$ cat config.mk
export PLATFORM = sky130hd
export DESIGN_NAME = otr_axis
export DESIGN_NICKNAME = d
export VERILOG_FILES = /design/src/design/otr_pkg.sv /design/src/design/otr_rdiv.sv /design/src/design/otr_axis.sv
export SDC_FILE = /design/constraint.sdc
export NUM_CORES = 2
export LEC_CHECK = 0
export BUFFER_PORTS_ARGS = -buffer_cell sky130_fd_sc_hd__buf_4
export CAP_MARGIN = 40
export CELL_PAD_IN_SITES_DETAIL_PLACEMENT = 0
export CELL_PAD_IN_SITES_GLOBAL_PLACEMENT = 2
export CORE_UTILIZATION = 47
export CTS_BUF_LIST = sky130_fd_sc_hd__clkbuf_8
export CTS_CLUSTER_DIAMETER = 120
export DETAILED_ROUTE_END_ITERATION = 12
export PLACE_DENSITY = 0.92
export SLEW_MARGIN = 15
export SYNTH_ARGS = -nofsm -noshare
export SYNTH_HDL_FRONTEND = slang
export SYNTH_SLANG_ARGS = --single-unit
$ cat constraint.sdc
create_clock -name clk_i -period 19.5 [get_ports clk_i]
set_clock_uncertainty 0.05 [all_clocks]
set_input_delay 3.9 -clock clk_i [delete_from_list [all_inputs] [get_ports clk_i]]
set_output_delay 3.9 -clock clk_i [all_outputs]
set_load 0.005 [all_outputs]
$ cat src/design/otr_pkg.sv
package otr_pkg;

  // field widths fixed by the item formats
  localparam int COORD_W       = 14;
  localparam int CNT_CFG_W     = 7;
  localparam int OVL_W         = 10;
  localparam int IDX_W         = 6;
  localparam int CFG_DATA_W    = 14;
  localparam int CFG_IDX_W     = 3;
  localparam int OVL_FRAC_BITS = 8;

  // datapath widths
  localparam int DIV_W   = COORD_W + 7;
  localparam int RCP_W   = DIV_W + 1;
  localparam int MARG_W  = COORD_W + 2;
  localparam int MGSUM_W = COORD_W + OVL_W + 1;

  // pipeline layout
  localparam int NUM_STAGES  = 7;
  localparam int AXIS_STAGES = 6;
  localparam int DIV_STAGES  = 3;

  localparam int MAX_TILES_DEF = 64;

  // stream widths
  localparam int IN_DATA_W  = 16;
  localparam int OUT_DATA_W = 120;

  // register reset values
  localparam logic [COORD_W-1:0]   RST_IMAGE_WIDTH  = COORD_W'(1920);
  localparam logic [COORD_W-1:0]   RST_IMAGE_HEIGHT = COORD_W'(1080);
  localparam logic [CNT_CFG_W-1:0] RST_TILES        = CNT_CFG_W'(1);
  localparam logic [OVL_W-1:0]     RST_OVERLAP      = '0;

  // register indexes
  typedef enum logic [CFG_IDX_W-1:0] {
    CFG_IMAGE_WIDTH  = 3'd0,
    CFG_IMAGE_HEIGHT = 3'd1,
    CFG_TILES_ACROSS = 3'd2,
    CFG_TILES_DOWN   = 3'd3,
    CFG_OVERLAP      = 3'd4
  } cfg_reg_e;

  typedef struct packed {
    logic [COORD_W-1:0]   image_width;
    logic [COORD_W-1:0]   image_height;
    logic [CNT_CFG_W-1:0] tiles_across;
    logic [CNT_CFG_W-1:0] tiles_down;
    logic [OVL_W-1:0]     overlap_fraction;
  } cfg_t;

  // one axis of the result, out of grid flag included
  typedef struct packed {
    logic               oor;
    logic [COORD_W-1:0] inner_pos;
    logic [COORD_W-1:0] inner_len;
    logic [COORD_W-1:0] outer_pos;
    logic [COORD_W-1:0] outer_len;
  } axis_span_t;

  // first field of the item format, declared last, in the lowest bits
  typedef struct packed {
    logic [IN_DATA_W-2*IDX_W-1:0] pad;
    logic [IDX_W-1:0]             tile_row;
    logic [IDX_W-1:0]             tile_col;
  } in_item_t;

  typedef struct packed {
    logic [OUT_DATA_W-8*COORD_W-2:0] pad;
    logic [COORD_W-1:0]              inner_height;
    logic [COORD_W-1:0]              inner_width;
    logic [COORD_W-1:0]              inner_y;
    logic [COORD_W-1:0]              inner_x;
    logic [COORD_W-1:0]              outer_height;
    logic [COORD_W-1:0]              outer_width;
    logic [COORD_W-1:0]              outer_y;
    logic [COORD_W-1:0]              outer_x;
    logic                            index_error;
  } out_item_t;

endpackage

$ cat src/design/otr_rdiv.sv
module otr_rdiv (
  input  logic                          clk_i,
  input  logic [otr_pkg::DIV_STAGES-1:0] en_i,
  input  logic [otr_pkg::DIV_W-1:0]     num_i,
  input  logic [otr_pkg::RCP_W-1:0]     rcp_i,
  input  logic [otr_pkg::DIV_W-1:0]     den_i,
  output logic [otr_pkg::DIV_W-1:0]     quo_o
);
  import otr_pkg::*;

  localparam int PROD_W = DIV_W + RCP_W;

  logic [PROD_W-1:0] prod;
  logic [DIV_W-1:0]  qe_q, qe_d;
  logic [DIV_W-1:0]  num1_q, num2_q;
  logic [DIV_W-1:0]  qe2_q;
  logic [DIV_W-1:0]  back_q, back_d;
  logic [DIV_W-1:0]  rem;
  logic [DIV_W-1:0]  quo_q, quo_d;

  // estimate by reciprocal, low by at most one
  assign prod = PROD_W'(num_i) * PROD_W'(rcp_i);
  assign qe_d = prod[DIV_W +: DIV_W];

  // multiply back to get the remainder
  assign back_d = DIV_W'(qe_q * den_i);

  // one correction step
  assign rem   = num2_q - back_q;
  assign quo_d = (rem >= den_i) ? qe2_q + DIV_W'(1) : qe2_q;

  always_ff @(posedge clk_i) begin
    if (en_i[0]) begin
      qe_q   <= qe_d;
      num1_q <= num_i;
    end
    if (en_i[1]) begin
      back_q <= back_d;
      qe2_q  <= qe_q;
      num2_q <= num1_q;
    end
    if (en_i[2]) begin
      quo_q <= quo_d;
    end
  end

  assign quo_o = quo_q;

endmodule

$ cat src/design/otr_axis.sv
module otr_axis #(
  parameter int MAX_TILES = otr_pkg::MAX_TILES_DEF
) (
  input  logic                            clk_i,
  input  logic [otr_pkg::AXIS_STAGES-1:0] en_i,
  input  logic [otr_pkg::COORD_W-1:0]     size_i,
  input  logic [otr_pkg::CNT_CFG_W-1:0]   count_i,
  input  logic [otr_pkg::OVL_W-1:0]       ovl_i,
  input  logic [otr_pkg::IDX_W-1:0]       idx_i,
  output otr_pkg::axis_span_t             span_o
);
  import otr_pkg::*;

  localparam int CNT_W = $clog2(MAX_TILES + 1);

  // reciprocal table, floor(2^DIV_W / n)
  logic [RCP_W-1:0] rcp_tbl [MAX_TILES+1];
  for (genvar Dv = 0; Dv <= MAX_TILES; Dv++) begin : g_rcp
    localparam logic [RCP_W-1:0] Rcp =
      (Dv == 0) ? '0 : RCP_W'((64'd1 << DIV_W) / ((Dv == 0) ? 1 : Dv));
    assign rcp_tbl[Dv] = Rcp;
  end

  logic [CNT_W-1:0]   cnt;
  logic [DIV_W-1:0]   den;
  logic [RCP_W-1:0]   rcp;
  logic               oor_d;
  logic [MGSUM_W-1:0] mg_sum;
  logic [DIV_W-1:0]   num_st_d, num_ln_d, num_mg_d;
  logic [DIV_W-1:0]   num_st_q, num_ln_q, num_mg_q;
  logic               oor_q [AXIS_STAGES];
  logic [DIV_W-1:0]   quo_st, quo_ln, quo_mg;

  logic [COORD_W-1:0] st_c, ln_c;
  logic [MARG_W-1:0]  mg_c;
  logic [COORD_W:0]   sum_c;
  logic [COORD_W-1:0] end4_d, lo4_d;
  logic [COORD_W-1:0] st4_q, end4_q, lo4_q;
  logic [MARG_W-1:0]  mg4_q;

  logic [MARG_W:0]    hsum;
  logic [COORD_W-1:0] hi5_d, len5_d;
  logic [COORD_W-1:0] st5_q, lo5_q, hi5_q, len5_q;

  // tile count saturates at the grid limit
  assign cnt   = (int'(count_i) > MAX_TILES) ? CNT_W'(MAX_TILES) : CNT_W'(count_i);
  assign den   = DIV_W'(cnt);
  assign rcp   = rcp_tbl[cnt];
  assign oor_d = int'(idx_i) >= int'(cnt);

  // numerators with the rounding half folded in
  assign num_st_d = DIV_W'(size_i) * DIV_W'(idx_i) + DIV_W'(cnt >> 1);
  assign num_ln_d = DIV_W'(size_i) + DIV_W'(cnt >> 1);
  assign mg_sum   = MGSUM_W'(size_i) * MGSUM_W'(ovl_i)
                  + (MGSUM_W'(cnt) << (OVL_FRAC_BITS - 1));
  assign num_mg_d = DIV_W'(mg_sum >> OVL_FRAC_BITS);

  always_ff @(posedge clk_i) begin
    if (en_i[0]) begin
      num_st_q  <= num_st_d;
      num_ln_q  <= num_ln_d;
      num_mg_q  <= num_mg_d;
      oor_q[0]  <= oor_d;
    end
    for (int k = 1; k < AXIS_STAGES; k++) begin
      if (en_i[k]) oor_q[k] <= oor_q[k-1];
    end
  end

  // divisions by the tile count
  otr_rdiv u_div_start (
    .clk_i (clk_i),
    .en_i  (en_i[DIV_STAGES:1]),
    .num_i (num_st_q),
    .rcp_i (rcp),
    .den_i (den),
    .quo_o (quo_st)
  );

  otr_rdiv u_div_len (
    .clk_i (clk_i),
    .en_i  (en_i[DIV_STAGES:1]),
    .num_i (num_ln_q),
    .rcp_i (rcp),
    .den_i (den),
    .quo_o (quo_ln)
  );

  otr_rdiv u_div_margin (
    .clk_i (clk_i),
    .en_i  (en_i[DIV_STAGES:1]),
    .num_i (num_mg_q),
    .rcp_i (rcp),
    .den_i (den),
    .quo_o (quo_mg)
  );

  // inner end trimmed at the image edge, outer start clamped at zero
  assign st_c   = quo_st[COORD_W-1:0];
  assign ln_c   = quo_ln[COORD_W-1:0];
  assign mg_c   = quo_mg[MARG_W-1:0];
  assign sum_c  = {1'b0, st_c} + {1'b0, ln_c};
  assign end4_d = (sum_c > {1'b0, size_i}) ? size_i : sum_c[COORD_W-1:0];
  assign lo4_d  = (MARG_W'(st_c) >= mg_c) ? COORD_W'(MARG_W'(st_c) - mg_c) : '0;

  always_ff @(posedge clk_i) begin
    if (en_i[DIV_STAGES+1]) begin
      st4_q  <= st_c;
      end4_q <= end4_d;
      lo4_q  <= lo4_d;
      mg4_q  <= mg_c;
    end
  end

  // outer end clamped at the image edge, trimmed inner size
  assign hsum   = (MARG_W+1)'(end4_q) + (MARG_W+1)'(mg4_q);
  assign hi5_d  = (hsum > (MARG_W+1)'(size_i)) ? size_i : hsum[COORD_W-1:0];
  assign len5_d = end4_q - st4_q;

  always_ff @(posedge clk_i) begin
    if (en_i[DIV_STAGES+2]) begin
      st5_q  <= st4_q;
      lo5_q  <= lo4_q;
      hi5_q  <= hi5_d;
      len5_q <= len5_d;
    end
  end

  assign span_o.oor       = oor_q[AXIS_STAGES-1];
  assign span_o.inner_pos = st5_q;
  assign span_o.inner_len = len5_q;
  assign span_o.outer_pos = lo5_q;
  assign span_o.outer_len = hi5_q - lo5_q;

endmodule
==> After elaboration in Yosys (flattened, before gate mapping) <==
Memories as Yosys holds them, arrays and structs flattened.
Index checks and enable logic that the tools add are counted.
{ "classes": {"n_reduce_logical": 0, "multipliers": 8, "shifts": 0, "bitwise": 1, "order_cmp": 9, "mux": 20, "div": 0, "add_sub_neg": 14, "eq_ne": 0} }
{ "op_table": {"columns": ["op", "count"], "rows": [
  ["$mul 21x22->42", 2],
  ["$ge 21x7->1", 3],
  ["$mux 14", 4],
  ["$mux 22", 2],
  ["$mul 21x7->21", 2],
  ["$sub 14x14->14", 3],
  ["$sub 21x21->21", 2],
  ["$mul 17x22->39", 1],
  ["$add 14x1->14 const B", 2],
  ["$add 24x14->25", 1],
  ["$mul 14x10->24", 1],
  ["$add 20x6->21", 1],
  ["$mul 18x7->21", 1],
  ["$sub 17x21->21", 1],
  ["$mul 14x6->20", 1],
  ["$add 14x16->17", 1],
  ["$gt 17x14->1", 1],
  ["$add 16x1->16 const B", 1],
  ["$ge 14x16->1", 1],
  ["$mux 16", 1],
  ["$add 14x14->15", 1],
  ["$add 14x6->15", 1],
  ["$gt 15x14->1", 1],
  ["$mux 1", 12],
  ["5 further kinds", 5]
]} }
{ "totals": {"latch_bits": 0, "ff_bits": 502, "word_cells": 83, "romBits": 2816, "input_bits": 44, "ramBits": 6, "n_memories": 2, "output_inout_bits": 57} }
{ "mem_list": {"columns": ["memory", "depth", "width", "rd", "rd_clocked_by_memory_dff", "write_ports", "line", "source"], "rows": [
  ["(name not given)", 128, 22, 1, 0, 0, "otr_axis.sv:48", "assign rcp = rcp_tbl[cnt];"],
  ["oor_q", 6, 1, 6, 0, 6, "otr_axis.sv:31", "logic oor_q [AXIS_STAGES];"]
]} }

==> Longest topological paths before layout <==
{ "depth": {"ltp_word": 7, "ltp_mapped": 43, "depth_no_buf": 37} }

==> Hierarchy <==
Synthesis repeated with hierarchy kept, for this count alone.
{ "unflattened": {"cells_unflattened": 10371, "area_unflattened_um2": 99335.3} }
{ "modules_own_cells": {"columns": ["module", "cells_per_inst", "instances", "area_each_um2", "seq_area_each_um2"], "rows": [
  ["otr_rdiv at u_div_len", 2812, 1, 26953.4, 3783.6],
  ["otr_rdiv at u_div_start", 2809, 1, 26756.9, 3783.6],
  ["otr_rdiv at u_div_margin", 2779, 1, 26653.1, 3783.6],
  ["otr_axis", 1971, 1, 18971.9, 5195.0]
]} }

==> Least setup slack after synthesis <==
Ideal clock, no wire load.
{ "synth_path": {"kind": "input -> register", "startpoint": "in count_i[6] (netlist name)", "endpoint": "reg u_div_start.qe_q[20] (data pin)", "path_buffers": 6, "cell_stages": 39, "path_slack_ps": 6458, "required_ps": 19189, "setup_time_ps": 261, "t_arrival_ps": 12731, "cell_sequence": "buf_4 > clkbuf_1 > clkbuf_1 > clkbuf_1 > nor2b_1 > ha_1 > clkbuf_1 > inv_1 > nor2_1 > or4_1 > nand3_1 > nor2_1 > o31ai_1 > o21ai_1 > clkbuf_1 > and2_1 > fa_1 > inv_1 > [... 3 more ...] > fa_1 > fa_1 > fa_1 > inv_1 > fa_1 > inv_1 > ha_1 > a21o_1 > a211o_1 > or2_2 > a211oi_4 > o311ai_4 > o221ai_2 > o21ai_2 > a31o_4 > a211oi_4 > o21bai_2 > xor2_1"} }
{ "synth_via": {"elab_chain_cells": 7} }
{ "synth_rtl": {"columns": ["element", "line", "source"], "rows": [
  ["from (decl)", "otr_axis.sv:7", "input logic [otr_pkg::CNT_CFG_W-1:0] count_i,"],
  ["$gt 7x7->1", "otr_axis.sv:46", "assign cnt = (int'(count_i) > MAX_TILES) ? CNT_W'(MAX_TILES) : CNT_W'(count_i);"],
  ["$mux 7 *", "otr_axis.sv:46", null],
  ["$not 7->8 (implied by the code) *", "otr_axis.sv:48", null],
  ["$mem_v2 128x22 *", null, null],
  ["$mux 22 (implied by the code) * (2 in a row)", "otr_axis.sv:48", null],
  ["$mul 21x22->42 *", "otr_rdiv.sv:22", "assign prod = PROD_W'(num_i) * PROD_W'(rcp_i);"],
  ["net u_div_start.prod[41]", "otr_rdiv.sv:13", "logic [PROD_W-1:0] prod;"],
  ["to (signal assigned)", "otr_rdiv.sv:34", "qe_q <= qe_d;"],
  ["to (decl)", "otr_rdiv.sv:14", "logic [DIV_W-1:0] qe_q, qe_d;"]
]} }
The timed path passes the listed nets; every way through them passes the cells marked *. The select of a mux whose other input is x is not followed.
A chain may end at the register's enable or synchronous reset.

==> Final worst setup path <==
Ends and elaborated chain as after synthesis.

==> results.md <==
- Die height: 412 um
- Crit. End Element: register
- Worst Hold End: lo5_q[2]
- Root Driver: clkbuf_8
- Synth Area per Inst: 9.61 um2
- R2r setup slk: 11.81 ns
- CP bufs+invs: 7
- Worst skew pair latency: 0.78 ns
- Design Power: 14300 uW
- Clock share of power: 6.8%
- Ys async rst share: 0%
- RePlAce Congestion: 0.909
- Setup violators final: 0
- Standard-cell rows: 150
- Vias: 56250
- DIE AREA: 170000 um2
- Tmin final: 14.17 ns
- Synthesized flop and latch total: 488
- Max Clock Freq: 70.6 MHz
- Crit path DAT: 14.61 ns
- Grt total ovfl: 0
- Total Wirelength: 216000 um
- End-of-flow core utilization: 50.3%
- DP Wirelength: 161000 um
- Postcts setup bufs: 0
- CP max stage cell: nor2b_4
- Syn Std Cell Area: 78900 um2
- Reg clk slew, reported paths: 0.06 ns
- Global-route wire length before repair: 342000 um
- Final period util: 72.7%
- Crit path kind: in2reg
- CP delay by family, top: adder cells
- Seq pwr share: 14.6%
- RSZ-0062 raised after global routing: false
- Nets: 10312
- Register area share after synthesis: 18.6%
- Footprint of the multi-input gates: 56800 um2
- Most frequent CP cell: fa_1
- DP Worst Slack: 4.64 ns
- Startpoint Class: input pin
- Synth Flop Type: edfxtp_1
- Routed Antenna Nets: 0
- Leakage: 0.0405 uW
- TritonCTS clock tree: done
- Max cap viols: 0
- Total GRT Usage: 26.2%
- Die width: 412 um
- Worst-case vdd ir drop: 0.428 mV
- Hold Crit Depth: 0
- Largest net degree at the start of global routing: 90
- TNS Setup: 0 ns
- Initial core utilization: 47.3%
- Sw Share: 51.9%
- Vias per cell: 5.40
- Hold path startpoint: lo4_q[2]
- First-pass iteration count of the detailed router: 6
- Fillcell total: 15363
- WL per Instance: 20.7 um
- Slew at the pin with the worst max-slew slack: 0.894 ns
- Final Max Tran Viols: 0
- Area Overhead vs Synth: 6.28%
- Rel. slew slack: 40.4%
- Clock Path Buffers: 3
- Worst R2R Start: num_st_q[3]
- PwrDens: 171 nW/um2
- Boundary Pins: 101
- Synth cell types: 103
- Tightest Hold Check Type: reg2reg
- Total CTS buffers: 86
- Most frequent cells in the layout: inv_1 (1704), fa_1 (1320), nand2_1 (1122), ha_1 (800), and2_1 (775)
- Cell Int Power: 6890 uW
- Register Area: 14700 um2
- CP max stage delay: 0.78 ns
- CP required: 19.94 ns
- Worst Setup SP: count_i[6]
- CTS sink cnt: 488
- Synth Instances: 8208
- Status: complete, no violations
- Comb pwr share: 78.7%
- # H-tree levels: 3
- CP max FO: 54
- Initial DRC Count: 3527
- Hold_ws: 0.345 ns
- Post-synth EDFFs: 488
- Fin. Hold Viols: 0
- Worst R2R Path Depth: 28
- Commonest non-fill, non-tap cell in the layout: inv_1
- PortBufs: 100
- Initial antenna violation count: 13
- Vias in the first global route: 60283
- Core Area: 167000 um2
- Cts repair resizes: 0
- DRC violations left: 0
- End of the worst register-to-register path: u_div_start.qe_q[15]
- Psw: 7430 uW
- Syn Nets: 10372
- Synth Warn #: 0
- Layout cells sized above 1: 4.95%
- CTS Hold Bufs: 0
- Worst setup margin: 5.33 ns
flip-flops by register name, indices dropped and copies added (netlist names), 18 cells and up:
| register | flops |
|---|---|
| u_div_margin.back_q | 21 |
| num_st_q | 21 |
| u_div_start.qe_q | 21 |
| u_div_margin.qe_q | 18 |
| u_div_start.num1_q | 21 |
| u_div_start.num2_q | 21 |
| u_div_len.back_q | 21 |
| u_div_start.back_q | 21 |
| u_div_len.qe_q | 19 |
layout make-up:
| type | count | share of cell area (%) |
|---|---|---|
| clock inverters | 69 | 0.615 |
| repair buffers | 198 | 1.90 |
| inverters | 1692 | 7.58 |
| clock buffers | 87 | 1.43 |
| flip-flops and latches | 488 | 17.5 |
| multi-input cells | 5682 | 67.7 |
| diodes | 6 | 0.0179 |
| well taps | 2204 | 3.29 |
cell families after synthesis:
| group | share of synthesized area (%) |
|---|---|
| AO/OA/AOI/OAI | 6.62 |
| XOR/XNOR | 2.92 |
| adder cells (fa/ha/maj) | 46.2 |
| buffers and inverters | 9.74 |
| flip-flops | 18.6 |
| multiplexers | 0.455 |
| AND/OR/NAND/NOR | 15.5 |
synth_stat cells, types with 57 or more instances:
| library cell | count | area (um2) |
|---|---|---|
| ha_1 | 800 | 10000 |
| xnor2_1 | 194 | 1700 |
| nor3_1 | 81 | 405 |
| fa_1 | 1320 | 26400 |
| a21o_1 | 66 | 495 |
| edfxtp_1 | 488 | 14700 |
| xor2_1 | 69 | 604 |
| a21oi_1 | 204 | 1020 |
| nand2_1 | 1123 | 4220 |
| nor2_1 | 201 | 754 |
| and2_1 | 777 | 4860 |
| nor2b_1 | 65 | 407 |
| clkbuf_1 | 324 | 1220 |
| o21ai_0 | 120 | 601 |
| inv_1 | 1687 | 6330 |
| nand3_1 | 57 | 285 |
layer usage:
metal / vias to the layer above / wire length [um] / track usage, %
met2: 1763 / 103000 / 44.1
li1: 25380 / - / -
met3: 365 / 13300 / 3.32
met5: - / 31 / 0
met1: 28736 / 92200 / 35.0
met4: 6 / 6900 / 8.40
power by group through the flow:
stage | Combinational (uW) | Clock (uW) | Sequential (uW)
after floorplan | 8070 | 0 | 1970
after global placement | 11000 | 0 | 2090
after detailed placement | 11200 | 0 | 2100
after CTS | 11300 | 999 | 2080
after global routing | 12900 | 1030 | 2110
final | 11300 | 970 | 2090
through the flow:
step	cell area, um2	std cells
after floorplan	78900	8208
after global placement	82000	10258
after detailed placement	82000	10261
after CTS	83800	10417
after global routing	83800	10421
final	83900	10426
how the worst max path moves through the flow:
| stage | to | cells past startpoint | slack (ns) |
|---|---|---|---|
| after floorplan | u_div_start.qe_q[20] | 39 | 6.46 |
| after global placement | u_div_start.qe_q[20] | 33 | 4.67 |
| after detailed placement | u_div_start.qe_q[20] | 33 | 4.64 |
| after CTS | u_div_start.qe_q[20] | 33 | 5.43 |
| after global routing | u_div_start.qe_q[15] | 35 | 4.75 |
| final | u_div_start.qe_q[20] | 33 | 5.33 |
(Power assumes the default switching activity.)
