`config.mk`:
```
export PLATFORM = sky130hd
export DESIGN_NAME = otr_cfg
export DESIGN_NICKNAME = d
export VERILOG_FILES = /design/src/design/otr_pkg.sv /design/src/design/otr_cfg.sv
export SDC_FILE = /design/constraint.sdc
export NUM_CORES = 1
export LEC_CHECK = 0
export BUFFER_PORTS_ARGS = -buffer_cell sky130_fd_sc_hd__buf_4
export CAP_MARGIN = 20
export CORE_MARGIN = 2
export CORE_UTILIZATION = 52
export DETAILED_ROUTE_END_ITERATION = 8
export HOLD_SLACK_MARGIN = 0.05
export PLACE_DENSITY = 0.8
export SYNTH_ARGS = -nofsm -noshare
export SYNTH_HDL_FRONTEND = slang
export SYNTH_SLANG_ARGS = --single-unit
export TNS_END_PERCENT = 50
```
`constraint.sdc`:
```
create_clock -name clk_i -period 1.4 [get_ports clk_i]
set_clock_uncertainty 0.05 [all_clocks]
set_input_delay 0.21 -clock clk_i [delete_from_list [all_inputs] [get_ports clk_i]]
set_output_delay 0.21 -clock clk_i [all_outputs]
set_load 0.05 [all_outputs]
```
`src/design/otr_pkg.sv`:
```
package otr_pkg;

  // field widths fixed by the item formats
  localparam int COORD_W       = 14;
  localparam int CNT_CFG_W     = 7;
  localparam int OVL_W         = 10;
  localparam int IDX_W         = 6;
  localparam int CFG_DATA_W    = 14;
  localparam int CFG_IDX_W     = 3;
  localparam int OVL_FRAC_BITS = 8;

  // datapath widths
  localparam int DIV_W   = COORD_W + 7;
  localparam int RCP_W   = DIV_W + 1;
  localparam int MARG_W  = COORD_W + 2;
  localparam int MGSUM_W = COORD_W + OVL_W + 1;

  // pipeline layout
  localparam int NUM_STAGES  = 7;
  localparam int AXIS_STAGES = 6;
  localparam int DIV_STAGES  = 3;

  localparam int MAX_TILES_DEF = 64;

  // stream widths
  localparam int IN_DATA_W  = 16;
  localparam int OUT_DATA_W = 120;

  // register reset values
  localparam logic [COORD_W-1:0]   RST_IMAGE_WIDTH  = COORD_W'(1920);
  localparam logic [COORD_W-1:0]   RST_IMAGE_HEIGHT = COORD_W'(1080);
  localparam logic [CNT_CFG_W-1:0] RST_TILES        = CNT_CFG_W'(1);
  localparam logic [OVL_W-1:0]     RST_OVERLAP      = '0;

  // register indexes
  typedef enum logic [CFG_IDX_W-1:0] {
    CFG_IMAGE_WIDTH  = 3'd0,
    CFG_IMAGE_HEIGHT = 3'd1,
    CFG_TILES_ACROSS = 3'd2,
    CFG_TILES_DOWN   = 3'd3,
    CFG_OVERLAP      = 3'd4
  } cfg_reg_e;

  typedef struct packed {
    logic [COORD_W-1:0]   image_width;
    logic [COORD_W-1:0]   image_height;
    logic [CNT_CFG_W-1:0] tiles_across;
    logic [CNT_CFG_W-1:0] tiles_down;
    logic [OVL_W-1:0]     overlap_fraction;
  } cfg_t;

  // one axis of the result, out of grid flag included
  typedef struct packed {
    logic               oor;
    logic [COORD_W-1:0] inner_pos;
    logic [COORD_W-1:0] inner_len;
    logic [COORD_W-1:0] outer_pos;
    logic [COORD_W-1:0] outer_len;
  } axis_span_t;

  // first field of the item format, declared last, in the lowest bits
  typedef struct packed {
    logic [IN_DATA_W-2*IDX_W-1:0] pad;
    logic [IDX_W-1:0]             tile_row;
    logic [IDX_W-1:0]             tile_col;
  } in_item_t;

  typedef struct packed {
    logic [OUT_DATA_W-8*COORD_W-2:0] pad;
    logic [COORD_W-1:0]              inner_height;
    logic [COORD_W-1:0]              inner_width;
    logic [COORD_W-1:0]              inner_y;
    logic [COORD_W-1:0]              inner_x;
    logic [COORD_W-1:0]              outer_height;
    logic [COORD_W-1:0]              outer_width;
    logic [COORD_W-1:0]              outer_y;
    logic [COORD_W-1:0]              outer_x;
    logic                            index_error;
  } out_item_t;

endpackage

```
`src/design/otr_cfg.sv`:
```
module otr_cfg (
  input  logic                             clk_i,
  input  logic                             rst_ni,
  input  logic                             cfg_we_i,
  input  logic [otr_pkg::CFG_IDX_W-1:0]    cfg_idx_i,
  input  logic [otr_pkg::CFG_DATA_W-1:0]   cfg_wdata_i,
  output otr_pkg::cfg_t                    cfg_o
);
  import otr_pkg::*;

  cfg_t cfg_q, cfg_d;

  // register write decode
  always_comb begin
    cfg_d = cfg_q;
    if (cfg_we_i) begin
      unique case (cfg_idx_i)
        CFG_IMAGE_WIDTH:  cfg_d.image_width      = cfg_wdata_i[COORD_W-1:0];
        CFG_IMAGE_HEIGHT: cfg_d.image_height     = cfg_wdata_i[COORD_W-1:0];
        CFG_TILES_ACROSS: cfg_d.tiles_across     = cfg_wdata_i[CNT_CFG_W-1:0];
        CFG_TILES_DOWN:   cfg_d.tiles_down       = cfg_wdata_i[CNT_CFG_W-1:0];
        CFG_OVERLAP:      cfg_d.overlap_fraction = cfg_wdata_i[OVL_W-1:0];
        default:          cfg_d = cfg_q;
      endcase
    end
  end

  always_ff @(posedge clk_i or negedge rst_ni) begin
    if (!rst_ni) begin
      cfg_q.image_width      <= RST_IMAGE_WIDTH;
      cfg_q.image_height     <= RST_IMAGE_HEIGHT;
      cfg_q.tiles_across     <= RST_TILES;
      cfg_q.tiles_down       <= RST_TILES;
      cfg_q.overlap_fraction <= RST_OVERLAP;
    end else begin
      cfg_q <= cfg_d;
    end
  end

  assign cfg_o = cfg_q;

endmodule

```
# Word-level counts from Yosys, hierarchy flattened
# Cells that the tools add are included.
# W data, S select, Z words.
dict set report classes {
  add_sub_neg 0
  n_mul 0
  n_div 0
  n_lt_le_gt_ge 0
  eq_ne 4
  shifts 0
  n_mux 0
  bitwise_logic 0
  n_reduce_logical 6
}
# cell n
set op_table {}
lappend op_table {{$reduce_and A2 Y1} 5}
lappend op_table {{$eq A3 B2 Y1 const B} 2}
lappend op_table {{$eq A3 B1 Y1 const B} 1}
lappend op_table {{$eq A3 B3 Y1 const B} 1}
lappend op_table {{$logic_not A3 Y1} 1}
dict set report totals {
  ff_bits 52
  latch_bits 0
  ramBits 0
  rom_bits 0
  in_bits 20
  output_inout_bits 52
  elab_cells 15
  mem_count 0
}

# Longest topological paths before layout
# Gate-level depths: netlist (run 1).
dict set report depth {
  word_depth 2
  ltp_mapped 4
  ltp_nobuf 2
}

# Worst setup path before layout (run 1)
# Ideal clock, no wire load.
dict set report synth_timing {
  kind {input -> register}
  start {input cfg_idx_i[0] (netlist bit)}
  end {register cfg_q (netlist bit cfg_o[38])}
  t_arrival_ns 1.102
  setup_slack_ns 0.123
  stages 3
  n_path_buf 1
  path_cell_list {nor4b_4 buf_6 mux2_2}
}
dict set report synth_via {
  elab_chain_len 2
}
# item line
set synth_lines {}
lappend synth_lines {{from (decl)} otr_cfg.sv:5} ;# input logic [otr_pkg::CFG_IDX_W-1:0] cfg_idx_i,
lappend synth_lines {{$logic_not A3 Y1} otr_cfg.sv:17} ;# unique case (cfg_idx_i)
lappend synth_lines {{$reduce_and A2 Y1 (no line)} --}
lappend synth_lines {{to (signal assigned)} otr_cfg.sv:36} ;# cfg_q <= cfg_d;
lappend synth_lines {{to (decl)} otr_cfg.sv:11} ;# cfg_t cfg_q, cfg_d;
# Every way passes these cells.
# A chain may end at the register's enable or synchronous reset.

# Final worst setup path (run 1)
dict set report layout_timing {
  start {register cfg_q (netlist bit cfg_o[10])}
  end {output cfg_o[10] (netlist bit)}
}
# item line
set layout_lines {}
lappend layout_lines {{to (decl)} otr_cfg.sv:7} ;# output otr_pkg::cfg_t cfg_o
# No word-level cell between the ends.

==> results of run 1 <==
-- cell type report --
type                       instances  area (sq um)  area share, %
clock inverter                     2          10.0          0.363
multi-input combinational         57           684           24.9
timing repair buffer              80           603           21.9
clock buffer                       6          82.6           3.00
tap                               48          60.1           2.18
sequential                        52          1310           47.7
-- worst max-delay path by stage --
stage                             to  slack [ns]  cells past startpoint                   from
3_3_place_gp   cfg_o[49]$_DFFE_PN0P_       0.008                      4           cfg_idx_i[0]
5_1_grt                    cfg_o[28]        0.07                      1  cfg_o[28]$_DFFE_PN1P_
6_report                   cfg_o[10]        0.11                      1  cfg_o[10]$_DFFE_PN1P_
4_1_cts                    cfg_o[10]         0.1                      1  cfg_o[10]$_DFFE_PN1P_
3_5_place_dp   cfg_o[25]$_DFFE_PN0P_       -0.03                      4           cfg_idx_i[1]
2_1_floorplan  cfg_o[38]$_DFFE_PN0P_        0.12                      3           cfg_idx_i[0]
-- per-layer routing --
metal / share of wire [%] / wire, um / vias to the layer above
li1: - / - / 573
met1: 39 / 1600 / 633
met2: 53 / 2200 / 51
met3: 6.6 / 271 / 6
met4: 1.4 / 57 / 0
met5: 0 / 0 / -
-- placed cells by master (no fill, tap or decap), drive strengths merged --
| cell type | netlist | layout |
|---|---|---|
| dfrtp | 42 | 42 |
| nand4b | 1 | 1 |
| mux2 | 52 | 52 |
| nor4bb | 3 | 3 |
| clkinv | 0 | 2 |
| nor4b | 1 | 1 |
| clkbuf | 0 | 6 |
| buf | 5 | 79 |
| dfstp | 10 | 10 |
| dlygate4sd3 | 0 | 1 |
-- cell families (layout without fill, tap and decap cells) --
group | count (synthesis) | after routing | synth area share (%)
multiplexers | 52 | 52 | 29.2
AND/OR/NAND/NOR | 5 | 5 | 3.12
flip-flops | 52 | 52 | 65.5
buffers and inverters | 5 | 88 | 2.18
-- where the power goes --
group,internal (mW),switching [mW]
Clock,0.394,0.443
Sequential,1.88,0.186
Combinational,0.720,1.50
-- per-stage QoR --
| step | power (mW) | TNS (ns) | setup WS, ns | area, sq um |
|---|---|---|---|---|
| 2_1_floorplan | 3.57 | 0 | 0.123 | 2010 |
| 3_3_place_gp | 4.27 | 0 | 0.00849 | 2650 |
| 3_5_place_dp | 4.33 | -0.221 | -0.0324 | 2650 |
| 4_1_cts | 5.17 | 0 | 0.0992 | 2750 |
| 5_1_grt | 5.35 | 0 | 0.0667 | 2750 |
| 6_report | 5.12 | 0 | 0.110 | 2750 |
==> flow_summary.json, run 1 <==
{
  "status": "completed",
  "gp_congestion": 0.823,
  "met3_usage_pct": 4.60,
  "antenna_found_initial": 0,
  "drc_errors": 0,
  "n_fill_cell": 246,
  "yosysMostFrequentCell": "mux2_2",
  "max_freq_mhz": 775,
  "gr-usage-met1_pct": 23.5,
  "post-route-util_pct": 74.7,
  "drt_iter0_drc": 35,
  "synth_flop_cell": "dfrtp_1",
  "reg2reg_slack_ns": 0.56,
  "first_global_vias": 1356,
  "die_x_um": 66.1,
  "synth-seq-cells": 52,
  "worstPathMaxFanout": 2,
  "syn-num-nets": 134,
  "ff2ff_path_depth": 1,
  "rsz0062_at_grt": "false",
  "synth_edf_count": 0,
  "min_path_type": "primary input to register",
  "cts_resized": 0,
  "vias_per_cell": 5.16,
  "critPathBufInv": 1,
  "finalCritPeriodShare_pct": 92.1,
  "holdPathStages": 2,
  "top_usage_layer": "met2",
  "slew_violations": 0,
  "portBuffers": 71,
  "hold_viol_final": 0,
  "fin_nets": 216,
  "p_leak_nw": 1.29,
  "clock-root-buffer": "clkbuf_8",
  "clk_latency_ns": 0.30,
  "avgSynthCellArea_sq_um": 17.6,
  "critPathLaunchType": "register",
  "crit_path_cell_trace": "buf_4",
  "drt_pass1_iterations": 4,
  "syn_area_sq_um": 2010,
  "rr_startpoint": "cfg_o[24]$_DFFE_PN0P_",
  "arrival_ns": 1.03,
  "async_flop_share_pct": 100,
  "use_met2_pct": 36.4,
  "largest_reg_flops": 52,
  "final-setup-viol-count": 0,
  "crit_slowest_cell": "dfstp_2",
  "die_h_um": 66.1,
  "final_antenna_net_count": 0,
  "drive_gt1_share_pct": 76.1,
  "post_cts_buffers": 0,
  "hold_ws_ns": 0.0877,
  "cap_violations": 0,
  "worstSetupEndpointType": "primary output",
  "grt-ovfl-total": 0,
  "cts_hold_buf": 1,
  "min-delay-start": "cfg_wdata_i[12]",
  "cts_made_buffers": 5,
  "syn-instance-count": 114,
  "areaGrowthSynthToFinish_pct": 37.3,
  "start_util_pct": 54.4,
  "power_density_nw_per_um2": 1860,
  "slew_headroom_pct": 59.4,
  "path_class": "register to primary output",
  "grt_start_max_net_pins": 53,
  "htree_levels": 2,
  "synth.area.top_cells": "dfrtp_1 52%, mux2_2 28%, dfstp_2 13%",
  "rows": 22,
  "clock_sinks": 52,
  "ys_warn_count": 0,
  "io_pins": 72,
  "crit_family": "flip-flops",
  "required_ns": 1.14,
  "synth_common_cells": "49 x mux2_2, 42 x dfrtp_1, 10 x dfstp_2, 3 x mux2_1, 3 x nor4bb_1",
  "wire_per_inst_um": 16.8,
  "synth_top_area_share_pct": 52.4,
  "ir_drop_mv": 1.06,
  "die-area_sq_um": 4370,
  "clk_path_buf_depth": 2,
  "coreArea_sq_um": 3690,
  "min_to": "cfg_o[36]$_DFFE_PN0P_",
  "grt_pass1_wl_um": 6440,
  "ys_seq_area_share_pct": 65.5,
  "finalWirelength_um": 4120,
  "fin_crit_ns": 1.29,
  "tightest_slew_ns": 0.609,
  "instances_no_fill": 245,
  "clkTransAtPathRegs_ns": 0.08,
  "critical_path.max_stage_delay_ns": 0.54,
  "grt_usage_pct": 20.2,
  "placed_cells": 236,
  "ys_types": 11,
  "cts_tree": "done",
  "via_count": 1263,
  "yosysTopAreaCell": "dfrtp_1",
  "r2r-end": "cfg_o[24]$_DFFE_PN0P_",
  "diodes": 0,
  "dp_hpwl_um": 3080
}
Power figures use the tool's default switching activity.
==> inputs of run 2 (changes only) <==
Settings changed: CORE_ASPECT_RATIO from default to 0.8.
==> run 2 against run 1 <==
Against the previous run:
- design area increased by 0.55%
- hold slack improved by 0.011 ns
- highest routed layer unchanged
- sequential power about the same
- register-to-register slack about the same
- clock power increased by 2%
- wire length decreased by 0.24%
- clock-buffer cell count unchanged
- combinational power about the same
- die area about the same
==> flow_summary.json, run 2 (same netlist as run 1, synthesis figures left out) <==
{
  "status": "completed",
  "worstSetupEndpointType": "primary output",
  "start_util_pct": 53.4,
  "arrival_ns": 1.02,
  "drive_gt1_share_pct": 76.4,
  "rows": 20,
  "path_class": "register to primary output",
  "layout_commonest_cell": "buf_4",
  "final_antenna_net_count": 0,
  "finalCritPeriodShare_pct": 91.7,
  "fin_nets": 218,
  "vias_per_cell": 5.19,
  "fin_setup_tns_ns": 0,
  "coreArea_sq_um": 3750,
  "p_leak_nw": 1.30,
  "critPathBufInv": 1,
  "io_pins": 72,
  "cts_tree": "done",
  "min_path_type": "primary input to register",
  "die_x_um": 73.4,
  "power_density_nw_per_um2": 1860,
  "worstPathMaxFanout": 2,
  "via_count": 1262,
  "finalWirelength_um": 4110,
  "ir_drop_mv": 1.00,
  "rsz0062_at_grt": "false",
  "tightest_slew_ns": 0.625,
  "crit_path_cell_trace": "buf_4",
  "wire_per_inst_um": 16.9,
  "required_ns": 1.14,
  "post_cts_buffers": 0,
  "die-area_sq_um": 4370,
  "drc_errors": 0,
  "dp_hpwl_um": 3170,
  "final_cell_mix": "81 x buf_4, 49 x mux2_2, 42 x dfrtp_1, 10 x dfstp_2, 6 x clkbuf_8",
  "grt-ovfl-total": 0,
  "final-setup-viol-count": 0,
  "clock-root-buffer": "clkbuf_8",
  "instances_no_fill": 243,
  "slew_violations": 0,
  "crit_family": "flip-flops",
  "clk_latency_ns": 0.29,
  "grt_usage_pct": 20.1,
  "pre_cts_slack_ns": -0.0223,
  "portBuffers": 71,
  "diodes": 0,
  "areaGrowthSynthToFinish_pct": 38.1,
  "cap_violations": 0,
  "die_h_um": 59.6,
  "antenna_found_initial": 0,
  "drt_pass1_iterations": 4,
  "n_fill_cell": 266,
  "critPathLaunchType": "register",
  "first_global_vias": 1360,
  "largest_reg_flops": 52,
  "slew_headroom_pct": 58.3,
  "grt_pass1_wl_um": 6480,
  "cts_made_buffers": 5,
  "setup_ws_ns": 0.116,
  "max_freq_mhz": 779,
  "cts_resized": 0,
  "htree_levels": 2,
  "clk_path_buf_depth": 2,
  "placed_cells": 234,
  "crit_slowest_cell": "dfstp_2",
  "clock_sinks": 52,
  "post-route-util_pct": 73.8,
  "gp_congestion": 0.736,
  "clkTransAtPathRegs_ns": 0.09,
  "hold_viol_final": 0,
  "grt_start_max_net_pins": 53,
  "critical_path.max_stage_delay_ns": 0.54,
  "total_power_mw": 5.14,
  "fin_crit_ns": 1.28,
  "drt_iter0_drc": 62
}
-- run 2: layer usage --
metal | up-vias | GRT usage, % | part of all wire [%]
met5 | - | 0 | 0
met4 | 0 | 5.97 | 0.66
met3 | 4 | 5.78 | 7.5
met2 | 51 | 35.8 | 52
met1 | 635 | 24.0 | 40
li1 | 572 | - | -
-- run 2: path summary, 6_finish.rpt --
path | startpoint | to | slack [ns] | cells past startpoint
min | cfg_wdata_i[10] | cfg_o[34]$_DFFE_PN1P_ | 0.1 | 2
max reg2reg | cfg_o[35]$_DFFE_PN0P_ | cfg_o[35]$_DFFE_PN0P_ | 0.56 | 1
max in group asynchronous | rst_ni | cfg_o[33]$_DFFE_PN0P_ | 0.46 | 2
min in group asynchronous | rst_ni | cfg_o[20]$_DFFE_PN0P_ | 0.43 | 2
min reg2reg | cfg_o[30]$_DFFE_PN0P_ | cfg_o[30]$_DFFE_PN0P_ | 0.46 | 1
max | cfg_o[47]$_DFFE_PN1P_ | cfg_o[47] | 0.12 | 1
-- run 2: area by class of cell --
| class | instances | area [sq um] | area share [%] |
|---|---|---|---|
| clock buffer | 6 | 82.6 | 2.98 |
| tap | 44 | 55.1 | 1.99 |
| clock inverter | 2 | 15.0 | 0.542 |
| sequential | 52 | 1310 | 47.4 |
| multi-input combinational | 57 | 684 | 24.7 |
| timing repair buffer | 82 | 618 | 22.3 |
-- run 2: what timing repair did --
| item | in CTS | in global routing |
|---|---|---|
| endpoints found under the hold margin | 42 | 0 |
| setup endpoints to repair | 0 | 0 |
| hold buffers | 1 | 0 |
-- run 2: stage by stage --
| step | hold WS [ns] | cell area, sq um |
|---|---|---|
| final | 0.0986 | 2770 |
| after global routing | 0.0822 | 2770 |
| after CTS | 0.0870 | 2770 |
| after detailed placement | 0.224 | 2660 |
| after global placement | 0.201 | 2660 |
| after floorplan | -0.136 | 2010 |
-- run 2: power breakdown --
group / total, mW / switching (mW) / internal, mW / leakage, nW
registers: 2.06 / 0.185 / 1.88 / 0.609
clock network: 0.851 / 0.451 / 0.400 / 0.0434
logic: 2.22 / 1.50 / 0.723 / 0.643
total: 5.14 / 2.14 / 3.00 / 1.30
==> inputs of run 3 (changes only) <==
Settings changed: PLACE_DENSITY 0.8 to 0.82.
==> run 3 against run 2 <==
Against the previous run:
- clock-buffer cell count fell by 1
- via count fell by 0.71%
- cell count fell by 1.6%
- flip-flop and latch count did not move
- maximum frequency fell by 2.6%
- critical path depth did not move
- combinational power barely moved
- non-clock buffer count fell by 4
- hold slack got worse by 0.029 ns
- die area did not move
- clock power rose by 3.6%
- power rose by 0.51%
- critical path type unchanged
- critical endpoint is now cfg_o[48]
- highest routed layer unchanged
==> flow_summary.json, run 3 (same netlist as run 1, synthesis figures left out) <==
{
  "finalWirelength_um": 4070,
  "post_cts_buffers": 0,
  "fin_nets": 214,
  "wire_per_inst_um": 17.0,
  "slew_violations": 0,
  "clk_path_buf_depth": 2,
  "status": "completed",
  "drive_gt1_share_pct": 75.9,
  "cap_violations": 0,
  "final_cell_mix": "76 x buf_4, 49 x mux2_2, 42 x dfrtp_1, 10 x dfstp_2, 5 x clkbuf_8",
  "clock_sinks": 52,
  "total_power_mw": 5.16,
  "hold_ws_ns": 0.0696,
  "worstPathMaxFanout": 2,
  "final-setup-viol-count": 0,
  "diodes": 0,
  "tightest_slew_ns": 0.617,
  "switching_share_pct": 42.7,
  "layout_commonest_cell": "buf_4",
  "grt_usage_pct": 20.4,
  "rows": 20,
  "gp_congestion": 0.764,
  "ir_drop_mv": 1.26,
  "clkTransAtPathRegs_ns": 0.10,
  "coreArea_sq_um": 3750,
  "first_global_vias": 1264,
  "drt_pass1_iterations": 4,
  "rr_startpoint": "cfg_o[32]$_DFFE_PN0P_",
  "grt-ovfl-total": 0,
  "dp_hpwl_um": 2990,
  "worstSetupEndpointType": "primary output",
  "finalCritPeriodShare_pct": 94.2,
  "rsz0062_at_grt": "false",
  "grt_pass1_wl_um": 6470,
  "via_count": 1253,
  "die-area_sq_um": 4370,
  "path_class": "register to primary output",
  "power_density_nw_per_um2": 1890,
  "seq_power_share_pct": 40.1,
  "p_leak_nw": 1.27,
  "clockPowerShare_pct": 17.1,
  "min_to": "cfg_o[35]$_DFFE_PN0P_",
  "fin_area_sq_um": 2740,
  "slew_headroom_pct": 58.9,
  "arrival_ns": 1.06,
  "io_pins": 72,
  "cts_made_buffers": 5,
  "seq_area_sq_um": 1310,
  "vias_per_cell": 5.24,
  "fin_crit_ns": 1.32,
  "cts_tree": "done",
  "r2r-end": "cfg_o[32]$_DFFE_PN0P_",
  "cell_internal_pwr_mw": 2.96,
  "required_ns": 1.14,
  "drt_iter0_drc": 46,
  "antenna_found_initial": 0,
  "drc_errors": 0,
  "hold_viol_final": 0,
  "htree_levels": 2,
  "placed_area_sq_um": 2640,
  "portBuffers": 71,
  "final_antenna_net_count": 0,
  "crit_slowest_cell": "dfstp_2",
  "crit_path_cell_trace": "buf_4",
  "max_freq_mhz": 758,
  "start_util_pct": 53.4,
  "share_comb_of_total_power_pct": 42.8,
  "multi_input_area_sq_um": 676,
  "die_x_um": 73.4,
  "die_h_um": 59.6,
  "p_switching_mw": 2.20,
  "critPathBufInv": 1,
  "min_path_type": "primary input to register",
  "grt_start_max_net_pins": 53,
  "fin_setup_tns_ns": 0,
  "n_fill_cell": 254,
  "ff2ff_path_depth": 1,
  "critPathLaunchType": "register",
  "areaGrowthSynthToFinish_pct": 36.6,
  "reg2reg_slack_ns": 0.57,
  "clk_latency_ns": 0.31,
  "holdPathStages": 2,
  "largest_reg_flops": 52,
  "clock-root-buffer": "clkbuf_8",
  "crit_family": "flip-flops",
  "min-delay-start": "cfg_wdata_i[11]",
  "critical_path.max_stage_delay_ns": 0.55
}
==> run 3: timing repair <==
item	in CTS	in global routing
endpoints found under the hold margin	42	0
gates resized for setup	0	0
hold buffers	1	0
==> run 3: per-stage QoR <==
step	util, %	setup slack [ns]	cells
2_1_floorplan	-	0.123	114
3_3_place_gp	70.2	-0.0168	230
3_5_place_dp	70.2	-0.0503	230
4_1_cts	73.0	0.0612	239
5_1_grt	73.0	0.0334	239
6_report	73.0	0.0812	239
==> run 3: worst max-delay path by stage <==
stage	from	endpoint	slack, ns	cells past startpoint
global route	cfg_o[48]$_DFFE_PN1P_	cfg_o[48]	0.03	1
detailed placement	cfg_idx_i[0]	cfg_o[23]$_DFFE_PN0P_	-0.05	4
CTS	cfg_o[48]$_DFFE_PN1P_	cfg_o[48]	0.06	1
global placement	cfg_idx_i[0]	cfg_o[40]$_DFFE_PN0P_	-0.02	4
floorplan	cfg_idx_i[0]	cfg_o[38]$_DFFE_PN0P_	0.12	3
finish	cfg_o[48]$_DFFE_PN1P_	cfg_o[48]	0.08	1
==> run 3: metal layers <==
layer  global-route usage (%)  routed length (um)  share of wire [%]  up-vias
met5                        0                   0                  0        -
met4                     4.68                  38               0.93        0
met3                     7.82                 313                7.7        6
met2                     31.4                1820                 45       51
met1                     27.8                1900                 47      626
li1                         -                   -                  -      570
==> run 3: cell type report <==
cell class / count / share of cell area [%]
clock buffer: 5 / 2.51
clock inverter: 3 / 0.914
multi-input combinational: 57 / 24.7
sequential: 52 / 48.0
tap: 44 / 2.01
timing repair buffer: 78 / 21.9
==> run 3: power by group through the flow <==
stage	clock network [mW]	logic [mW]	registers, mW
3_3_place_gp	0	2.19	2.08
5_1_grt	0.993	2.29	2.11
6_report	0.882	2.21	2.07
3_5_place_dp	0	2.23	2.09
2_1_floorplan	0	0.316	3.26
4_1_cts	0.918	2.23	2.07
